==> src/rtl/polygon_min_corner_angle_defines.svh <==
// Assertion macros for the polygon minimum corner angle block.
// Used by the top level only; no other dependencies.
`ifndef POLYGON_MIN_CORNER_ANGLE_DEFINES_SVH
`define POLYGON_MIN_CORNER_ANGLE_DEFINES_SVH

// Property that must hold on every clock edge outside reset.
`define PMCA_ASSERT(label, prop, msg) \
   label: assert property (@(posedge clock) disable iff (reset) (prop)) else $error(msg);

// Property that must hold on every clock edge, reset included.
`define PMCA_ASSERT_ALWAYS(label, prop, msg) \
   label: assert property (@(posedge clock) (prop)) else $error(msg);

`endif

==> src/rtl/pmca_pkg.sv <==
// Package for the polygon minimum corner angle block: types, constants, CORDIC table.
// Used by pmca_datapath, pmca_ctrl and polygon_min_corner_angle.
package pmca_pkg;

   localparam int ANGLE_BITS = 16;
   localparam int COUNT_BITS = 8;
   localparam int Z_BITS     = 34;
   localparam int NORM_BITS  = 43;
   localparam int TAB_LEN    = 24;
   localparam int ITER_BITS  = 5;

   localparam logic signed [ANGLE_BITS-1:0] ANGLE_MAX = 16'sd32767;

   typedef enum logic [2:0] {
      CORNER_NEW   = 3'b001,
      CORNER_CLOSE = 3'b010,
      CORNER_WRAP  = 3'b100
   } corner_sel_type;

   typedef struct packed {
      logic           take_item;
      logic           start;
      corner_sel_type sel;
      logic           clear_face;
   } dp_cmd_type;

   typedef struct packed {
      logic                  busy;
      logic                  done;
      logic [COUNT_BITS-1:0] count;
   } dp_status_type;

   function automatic logic [Z_BITS-1:0] atan_entry(input logic [ITER_BITS-1:0] i);
      logic [31:0] v;
      case (i)
         5'd0:  v = 32'h20000000;
         5'd1:  v = 32'h12E4051E;
         5'd2:  v = 32'h09FB385B;
         5'd3:  v = 32'h051111D4;
         5'd4:  v = 32'h028B0D43;
         5'd5:  v = 32'h0145D7E1;
         5'd6:  v = 32'h00A2F61E;
         5'd7:  v = 32'h00517C55;
         5'd8:  v = 32'h0028BE53;
         5'd9:  v = 32'h00145F2F;
         5'd10: v = 32'h000A2F98;
         5'd11: v = 32'h000517CC;
         5'd12: v = 32'h00028BE6;
         5'd13: v = 32'h000145F3;
         5'd14: v = 32'h0000A2F9;
         5'd15: v = 32'h0000517C;
         5'd16: v = 32'h000028BE;
         5'd17: v = 32'h0000145F;
         5'd18: v = 32'h00000A2F;
         5'd19: v = 32'h00000517;
         5'd20: v = 32'h0000028B;
         5'd21: v = 32'h00000145;
         5'd22: v = 32'h000000A2;
         5'd23: v = 32'h00000051;
         default: v = 32'h0;
      endcase
      return {2'b00, v};
   endfunction

endpackage

==> src/rtl/pmca_ctrl.sv <==
// Controller: sequences the corners of each vertex and the result handshake.
// Depends on pmca_pkg.
module pmca_ctrl import pmca_pkg::*; (
   input  logic          clock,
   input  logic          reset,
   input  logic          req_valid,
   input  logic          req_last_vertex,
   output logic          req_ready,
   output logic          rsp_valid,
   input  logic          rsp_ready,
   output logic          rsp_load,
   output logic          rsp_short,
   input  dp_status_type status,
   output dp_cmd_type    cmd
);

   typedef enum logic [4:0] {
      ST_IDLE  = 5'b00001,
      ST_NEW   = 5'b00010,
      ST_CLOSE = 5'b00100,
      ST_WRAP  = 5'b01000,
      ST_OUT   = 5'b10000
   } state_type;

   state_type state_ff, state_in;
   logic last_ff, last_in, rv_ff, rv_in;
   logic accept;

   assign req_ready = (state_ff == ST_IDLE);
   assign accept = req_valid && req_ready;
   assign rsp_valid = rv_ff;

   always_comb begin
      state_in = state_ff;
      last_in = last_ff;
      rv_in = rv_ff;
      cmd = '{take_item: 1'b0, start: 1'b0, sel: CORNER_NEW, clear_face: 1'b0};
      rsp_load = 1'b0;
      rsp_short = 1'b0;
      if (rv_ff && rsp_ready) rv_in = 1'b0;
      case (state_ff)
         ST_IDLE: if (accept) begin
            cmd.take_item = 1'b1;
            last_in = req_last_vertex;
            if (status.count >= COUNT_BITS'(2)) begin
               cmd.start = 1'b1;
               state_in = ST_NEW;
            end else if (req_last_vertex) begin
               // A short face has no corners; its result goes out from the wrap state.
               last_in = 1'b0;
               state_in = ST_WRAP;
            end
         end
         ST_NEW: if (status.done) begin
            if (last_ff) state_in = ST_OUT;
            else state_in = ST_IDLE;
         end
         ST_OUT: begin
            cmd.start = 1'b1; cmd.sel = CORNER_CLOSE; state_in = ST_CLOSE;
         end
         ST_CLOSE: if (status.done) begin
            state_in = ST_WRAP;
         end
         ST_WRAP: if (!status.busy) begin
            if (last_ff) begin
               cmd.start = 1'b1; cmd.sel = CORNER_WRAP;
               last_in = 1'b0;
            end else if (!rv_ff || rsp_ready) begin
               // The minimum now holds every corner; load it once the output is free.
               rsp_load = 1'b1;
               rsp_short = (status.count < COUNT_BITS'(3));
               rv_in = 1'b1;
               cmd.clear_face = 1'b1;
               state_in = ST_IDLE;
            end
         end
         default: state_in = ST_IDLE;
      endcase
   end

   always_ff @(posedge clock) begin
      if (reset) begin
         state_ff <= ST_IDLE;
         last_ff <= 1'b0;
         rv_ff <= 1'b0;
      end else begin
         state_ff <= state_in;
         last_ff <= last_in;
         rv_ff <= rv_in;
      end
   end

endmodule

==> config.mk <==
export PLATFORM = sky130hd
export DESIGN_NAME = pmca_ctrl
export DESIGN_NICKNAME = d
export VERILOG_FILES = /design/src/rtl/polygon_min_corner_angle_defines.svh /design/src/rtl/pmca_pkg.sv /design/src/rtl/pmca_ctrl.sv
export SDC_FILE = /design/constraint.sdc
export NUM_CORES = 1
export LEC_CHECK = 0
export ABC_AREA = 1
export ABC_CLOCK_PERIOD_IN_PS = 1300
export BUFFER_PORTS_ARGS = -buffer_cell sky130_fd_sc_hd__buf_2
export CAP_MARGIN = 40
export CORE_MARGIN = 3
export CORE_UTILIZATION = 40
export CTS_BUF_LIST = sky130_fd_sc_hd__clkbuf_4 sky130_fd_sc_hd__clkbuf_8
export CTS_CLUSTER_SIZE = 14
export DETAILED_ROUTE_END_ITERATION = 8
export GPL_TIMING_DRIVEN = 0
export PLACE_DENSITY = 0.7
export SYNTH_ARGS = -nofsm -noshare
export SYNTH_HDL_FRONTEND = slang
export SYNTH_SLANG_ARGS = --single-unit
export TNS_END_PERCENT = 50
==> constraint.sdc <==
create_clock -name clock -period 1.3 [get_ports clock]
set_input_delay 0 -clock clock [delete_from_list [all_inputs] [get_ports clock]]
set_output_delay 0 -clock clock [all_outputs]
set_load 0.02 [all_outputs]
==> results.tsv, run 1 <==
stage	metric	value	unit
timing	rsz0062_at_grt	yes	
logic_synthesis	ys_types	17	
global_route	grt_pass1_vias	628	
global_route	grt_remaining_overflow	0	
finish	drive_gt1_frac	0.465	
placed_design	place.gp.congestion	0.859	
finish	final_core_util	0.692	
logic_synthesis	synth_edf_count	0	
drt	drt_iter0_drc	8	
power_and_ir_drop	total_power	0.792	mW
drt	final_antenna_net_count	0	
logic_synthesis	yosys-top-cells-area	dfxtp_1, nand2_1, inv_1	
finish	final_nets	143	
global_route	grt_pass1_wl	2610	µm
power_and_ir_drop	power_switching_share	0.357	
power_and_ir_drop	cellPowerDensity	965	mW/mm²
logic_synthesis	yosysTopAreaCell	dfxtp_1	
cts	h-tree-depth	1	
cts	cts_buffers	3	
setup_path	worstSetupPathType	reg -> out	
status	status	finished, violations left	
timing	relSlewSlack	0.853	
run	drv.max_cap_violation_count	0	
setup_path	slowest_delay	0.35	ns
logic_synthesis	yosysMostFrequentCell	nand2_1	
drt	post_drt_via_cell_ratio	4.87	
power_and_ir_drop	seqPwrFrac	0.318	
finish	multiInputGateArea	370	µm²
status	violations	negative setup slack	
cts	insertion_delay	0.26	ns
logic_synthesis	syn_inst	93	
timing	max_freq	736	MHz
timing	setup_violations	5	
setup_path	cp.arrival	1.36	ns
worst_hold_path	hold_class	in -> reg	
logic_synthesis	synth_area	548	µm²
timing	final.period_utilization	1.04	
setup_path	crit_chain	inv_2 -> nand2_2 -> nor2_4 -> nand2_4 -> nor2_2 -> buf_4 -> buf_6	
power_and_ir_drop	pwr-share-comb	0.399	
placed_design	port_buffers	24	
setup_path	end_kind	output pin	
timing	worst_pin_slew	0.220	ns
floorplan	die_x	43.0	µm
global_route	grt_max_degree	7	
drt	wl_per_cell	11.1	µm
drt	vias	686	
floorplan	io_pins	25	
cts	clockBufferDepth	2	
setup_path	startpoint	state_ff[0]	
cts	cts-root-buf	clkbuf_4	
setup_path	cpMaxStageDelayCell	dfxtp_4	
finish	fillers	108	
logic_synthesis	synth_commonest_cells	nand2_1, inv_1, nor2_1	
timing	layout_setup_ws	-0.0582	ns
placed_design	dpl.hpwl	1140	µm
floorplan	coreArea	0.00119	mm²
timing	finalSetupTns	-0.169	ns
logic_synthesis	netlist.area_leader.share	0.256	
finish	area_growth	49.8	%
power_and_ir_drop	p_clk_frac	0.283	
cts	cts_sinks	7	
power_and_ir_drop	internal_power	0.509	mW
floorplan	initial_core_util	0.462	
global_route	track_usage	0.184	
timing	fin_crit	1.36	ns
setup_path	reg2reg_from	state_ff[1]	
logic_synthesis	async_reset_ff_frac	0	
drt	drtPass1Iterations	4	
timing	holdWs	0.0229	ns
logic_synthesis	synth_flop_cell	dfxtp_1	
power_and_ir_drop	leakagePower	0.466	nW
logic_synthesis	avgSynthCellArea	5.89	µm²
cts	cts.clk_slew.worst_paths	0.06	ns
drt	drt-total-wl	1560	µm
finish	antenna_cells	0	
setup_path	cp-start-kind	flip-flop	
power_and_ir_drop	ir_worst_vdd	0.672	mV
cts	cts_tree	done	
logic_synthesis	ys.warnings.count	0	
power_and_ir_drop	power.switching	0.283	mW
timing	finClkSkew	0.00594	ns
setup_path	cp_num_buf_inv	3	
timing	hold_viol	0	
floorplan	die_area	0.00185	mm²
finish	regArea	146	µm²
worst_hold_path	min_from	rsp_ready	
global_route	antenna_found_initial	0	
drt	drcViolationCount	0	
floorplan	rows	12	
logic_synthesis	synth_fp_nets	108	
logic_synthesis	synth_seq_cells	7	
floorplan	die_y	43.0	µm
timing	final_max_slew_viol_count	0	
logic_synthesis	yosysSeqAreaShare	0.256	
setup_path	crit_family	simple AND/OR/NAND/NOR gates	
setup_path	cp.required	1.30	ns
setup_path	worstPathMaxFanout	5	
==> kinds of logic (layout without fill, tap and decap cells) <==
kind of cell | Yosys count | after routing | share of synthesized area
simple gates | 62 | 62 | 0.559
buf+inv | 18 | 52 | 0.130
flops | 7 | 7 | 0.256
compound gates | 6 | 6 | 0.0548
==> worst reg2reg max path, delay by kind of cell (launching register included) <==
family	cells	cell delay, ns
buffers and inverters	4	0.37
DFF	1	0.36
and+or+nand+nor	7	0.49
==> registers in the layout, summed over array words and instances, names as in the netlist <==
name,flops
last_ff,1
rsp_valid,1
state_ff,5
==> power groups by stage <==
stage | registers [mW] | logic (mW) | clock network (mW)
final | 0.252 | 0.316 | 0.224
after global placement | 0.253 | 0.239 | 0
after global routing | 0.255 | 0.351 | 0.250
after CTS | 0.250 | 0.300 | 0.234
after detailed placement | 0.254 | 0.241 | 0
after floorplan | 0.249 | 0.177 | 0
==> metal layers <==
metal | global-route usage | share of wire
met1 | 0.216 | 0.44
met2 | 0.320 | 0.49
met3 | 0.0127 | 0.028
met4 | 0.108 | 0.037
met5 | 0 | 0
==> path summary, 6_finish.rpt <==
kind	slack [ns]	depth (start not counted)	end
max	-0.06	7	cmd[0]
max reg2reg	-0.04	11	state_ff[0]
min reg2reg	0.48	2	state_ff[4]
min	0.02	4	rsp_valid
==> what timing repair did <==
item	in CTS	in global routing
resized for setup	12	9
setup buffers	5	0
hold buffers	1	0
setup endpoints to repair	6	11
pin swaps	2	3
endpoints found under the hold margin	5	0
==> through the flow <==
stage,setup slack (ns),cells,cell area [µm²]
floorplan,-0.0153,93,554
global placement,0.104,131,692
detailed placement,0.0905,131,692
CTS,-0.0640,141,793
global route,-0.153,141,821
finish,-0.0582,141,821
==> layout make-up <==
type                    instances  share of cell area
repair buffers                 30               0.226
inverters                      17              0.0777
plain buffers                   1             0.00915
well taps                      14              0.0213
flip-flops and latches          7               0.178
clock buffers                   4              0.0366
multi-input cells              68               0.451
==> placed cells by master, fill, tap and decap left out <==
cell type and count:
dfxtp_4 1, nor3_1 3, buf_2 20, nor2_2 5, nor3_4 1, nor4_1 1, nand3_2 4, dlygate4sd3_1 1
buf_6 2, nor2_1 10, dfxtp_2 2, nand3_1 7, a21oi_1 5, o21ai_0 1, nand2_2 3, nand2_1 22
dfxtp_1 4, clkbuf_4 4, nor2_4 3, inv_2 5, inv_1 12, buf_4 8, nand2_4 1, nand4_1 2
(Power assumes the default switching activity.)
==> inputs of run 2 (changes only) <==
--- a/config.mk
+++ b/config.mk
@@ -18,2 +18,3 @@
 export PLACE_DENSITY = 0.7
+export SKIP_LAST_GASP = 1
 export SYNTH_ARGS = -nofsm -noshare
==> constraint.sdc (replaced) <==
create_clock -name clock -period 1.3 [get_ports clock]
set_input_delay 0.39 -clock clock [delete_from_list [all_inputs] [get_ports clock]]
set_output_delay 0.39 -clock clock [all_outputs]
set_load 0.02 [all_outputs]
==> results.tsv, run 2 (same netlist as run 1, synthesis figures left out) <==
stage	metric	value	unit
status	status	finished, violations left	
status	violations	negative setup slack	
finish	fillers	91	
setup_path	worstPathMaxFanout	5	
finish	stdcell_count	141	
floorplan	coreArea	0.00119	mm²
timing	final_max_slew_viol_count	0	
placed_design	dpl.hpwl	1120	µm
finish	antenna_cells	0	
drt	vias	687	
worst_hold_path	hold_class	in -> reg	
timing	relSlewSlack	0.861	
global_route	grt_max_degree	7	
power_and_ir_drop	total_power	0.808	mW
setup_path	crit_chain	inv_2 -> nand2_4 -> nor2_4 -> nand2_4 -> nor3_4 -> nor2_4 -> nand2_4 -> buf_6	
power_and_ir_drop	cellPowerDensity	918	mW/mm²
setup_path	cp-start-kind	flip-flop	
finish	largest_reg_flops	5	
cts	cts_tree	done	
timing	finClkSkew	0.00347	ns
cts	h-tree-depth	1	
floorplan	io_pins	25	
drt	drtPass1Iterations	4	
finish	multiInputGateArea	415	µm²
setup_path	cp_num_buf_inv	2	
cts	cts_buffers	3	
run	drv.max_cap_violation_count	0	
global_route	grt_pass1_wl	2610	µm
cts	insertion_delay	0.26	ns
timing	worst_pin_slew	0.208	ns
floorplan	rows	12	
floorplan	initial_core_util	0.462	
timing	hold_viol	0	
cts	cts_hold_buf	0	
setup_path	crit_top_cell	nand2_4	
drt	final_antenna_net_count	0	
setup_path	cpMaxStageDelayCell	dfxtp_2	
drt	drcViolationCount	0	
drt	drt-total-wl	1540	µm
drt	wl_per_cell	11.0	µm
floorplan	die_area	0.00185	mm²
cts	cts_sinks	7	
timing	fin_crit	1.77	ns
setup_path	cp.arrival	1.38	ns
cts	clockBufferDepth	2	
setup_path	worstSetupPathType	reg -> out	
setup_path	cp.required	0.91	ns
global_route	grt_remaining_overflow	0	
finish	regArea	146	µm²
setup_path	slowest_delay	0.33	ns
placed_design	port_buffers	24	
power_and_ir_drop	leakagePower	0.482	nW
timing	layout_setup_ws	-0.465	ns
floorplan	die_y	43.0	µm
setup_path	crit_family	simple AND/OR/NAND/NOR gates	
timing	setup_violations	10	
drt	post_drt_via_cell_ratio	4.87	
placed_design	dp_cells	131	
placed_design	place.gp.congestion	0.833	
global_route	antenna_found_initial	0	
finish	final_cell_mix	nand2_1, buf_2, inv_1, nor2_1	
finish	area_growth	60.5	%
global_route	grt_pass1_vias	629	
finish	largest_register	state_ff	
finish	final_nets	143	
cts	cts.clk_slew.worst_paths	0.06	ns
timing	finalSetupTns	-3.37	ns
timing	holdWs	0.377	ns
timing	rsz0062_at_grt	yes	
floorplan	die_x	43.0	µm
placed_design	dpl_worst_slack	-0.361	ns
cts	cts-root-buf	clkbuf_4	
timing	final.period_utilization	1.36	
setup_path	end_kind	output pin	
global_route	track_usage	0.186	
drt	drt_iter0_drc	18	
power_and_ir_drop	ir_worst_vdd	0.589	mV
finish	layout_commonest_cell	nand2_1	
finish	drive_gt1_frac	0.504	
timing	max_freq	566	MHz
[run 2: worst reg2reg max path: stages, from the launching register on]
cell	delay, ns
dfxtp_2	0.33
inv_2	0.08
nand2_4	0.06
nor2_4	0.13
nand2_4	0.10
buf_4	0.14
buf_4	0.12
inv_2	0.05
nand2_1	0.05
nand3_2	0.06
nand2_1	0.05
nand2_1	0.06
nor2_1	0.04
[run 2: final cells by class]
cell class              instances  area share
repair buffers                 30       0.219
inverters                      17      0.0754
clock buffers                   4      0.0341
well taps                      14      0.0199
multi-input cells              68       0.472
flip-flops and latches          7       0.166
plain buffers                   1      0.0128
[run 2: power by group]
| part | internal [mW] | switching [mW] | leakage, nW |
|---|---|---|---|
| Sequential | 0.235 | 0.0196 | 0.0582 |
| Combinational | 0.137 | 0.190 | 0.406 |
| Clock | 0.138 | 0.0881 | 0.0184 |
| Total | 0.510 | 0.298 | 0.482 |
[run 2: repair_timing]
| action | 4_1_cts | 5_1_grt |
|---|---|---|
| hold endpoints to repair | 0 | 0 |
| setup endpoints to repair | 9 | 14 |
| gates resized for setup | 6 | 12 |
| buffers inserted | 5 | 1 |
| pin swaps | 5 | 1 |
[run 2: through the flow]
step                area [µm²]   util
CTS                        838  0.707
finish                     880  0.742
global placement           752  0.634
floorplan                  614      -
detailed placement         752  0.634
global route               880  0.742
[run 2: path summary, 6_finish.rpt]
| path | start | endpoint | slack (ns) | cells past startpoint |
|---|---|---|---|---|
| setup reg to reg | state_ff[1] | last_ff | -0.10 | 12 |
| setup / recovery | state_ff[1] | cmd[4] | -0.47 | 8 |
| hold reg to reg | last_ff | state_ff[4] | 0.48 | 2 |
| hold / removal | reset | state_ff[1] | 0.38 | 2 |
[run 2: metal layers]
metal | vias to the layer above | GRT usage | wire length (µm) | part of all wire
li1 | 359 | - | - | -
met1 | 303 | 0.237 | 658 | 0.43
met2 | 21 | 0.302 | 758 | 0.49
met3 | 4 | 0.0381 | 104 | 0.067
met4 | 0 | 0.0723 | 23 | 0.015
met5 | - | 0 | 0 | 0
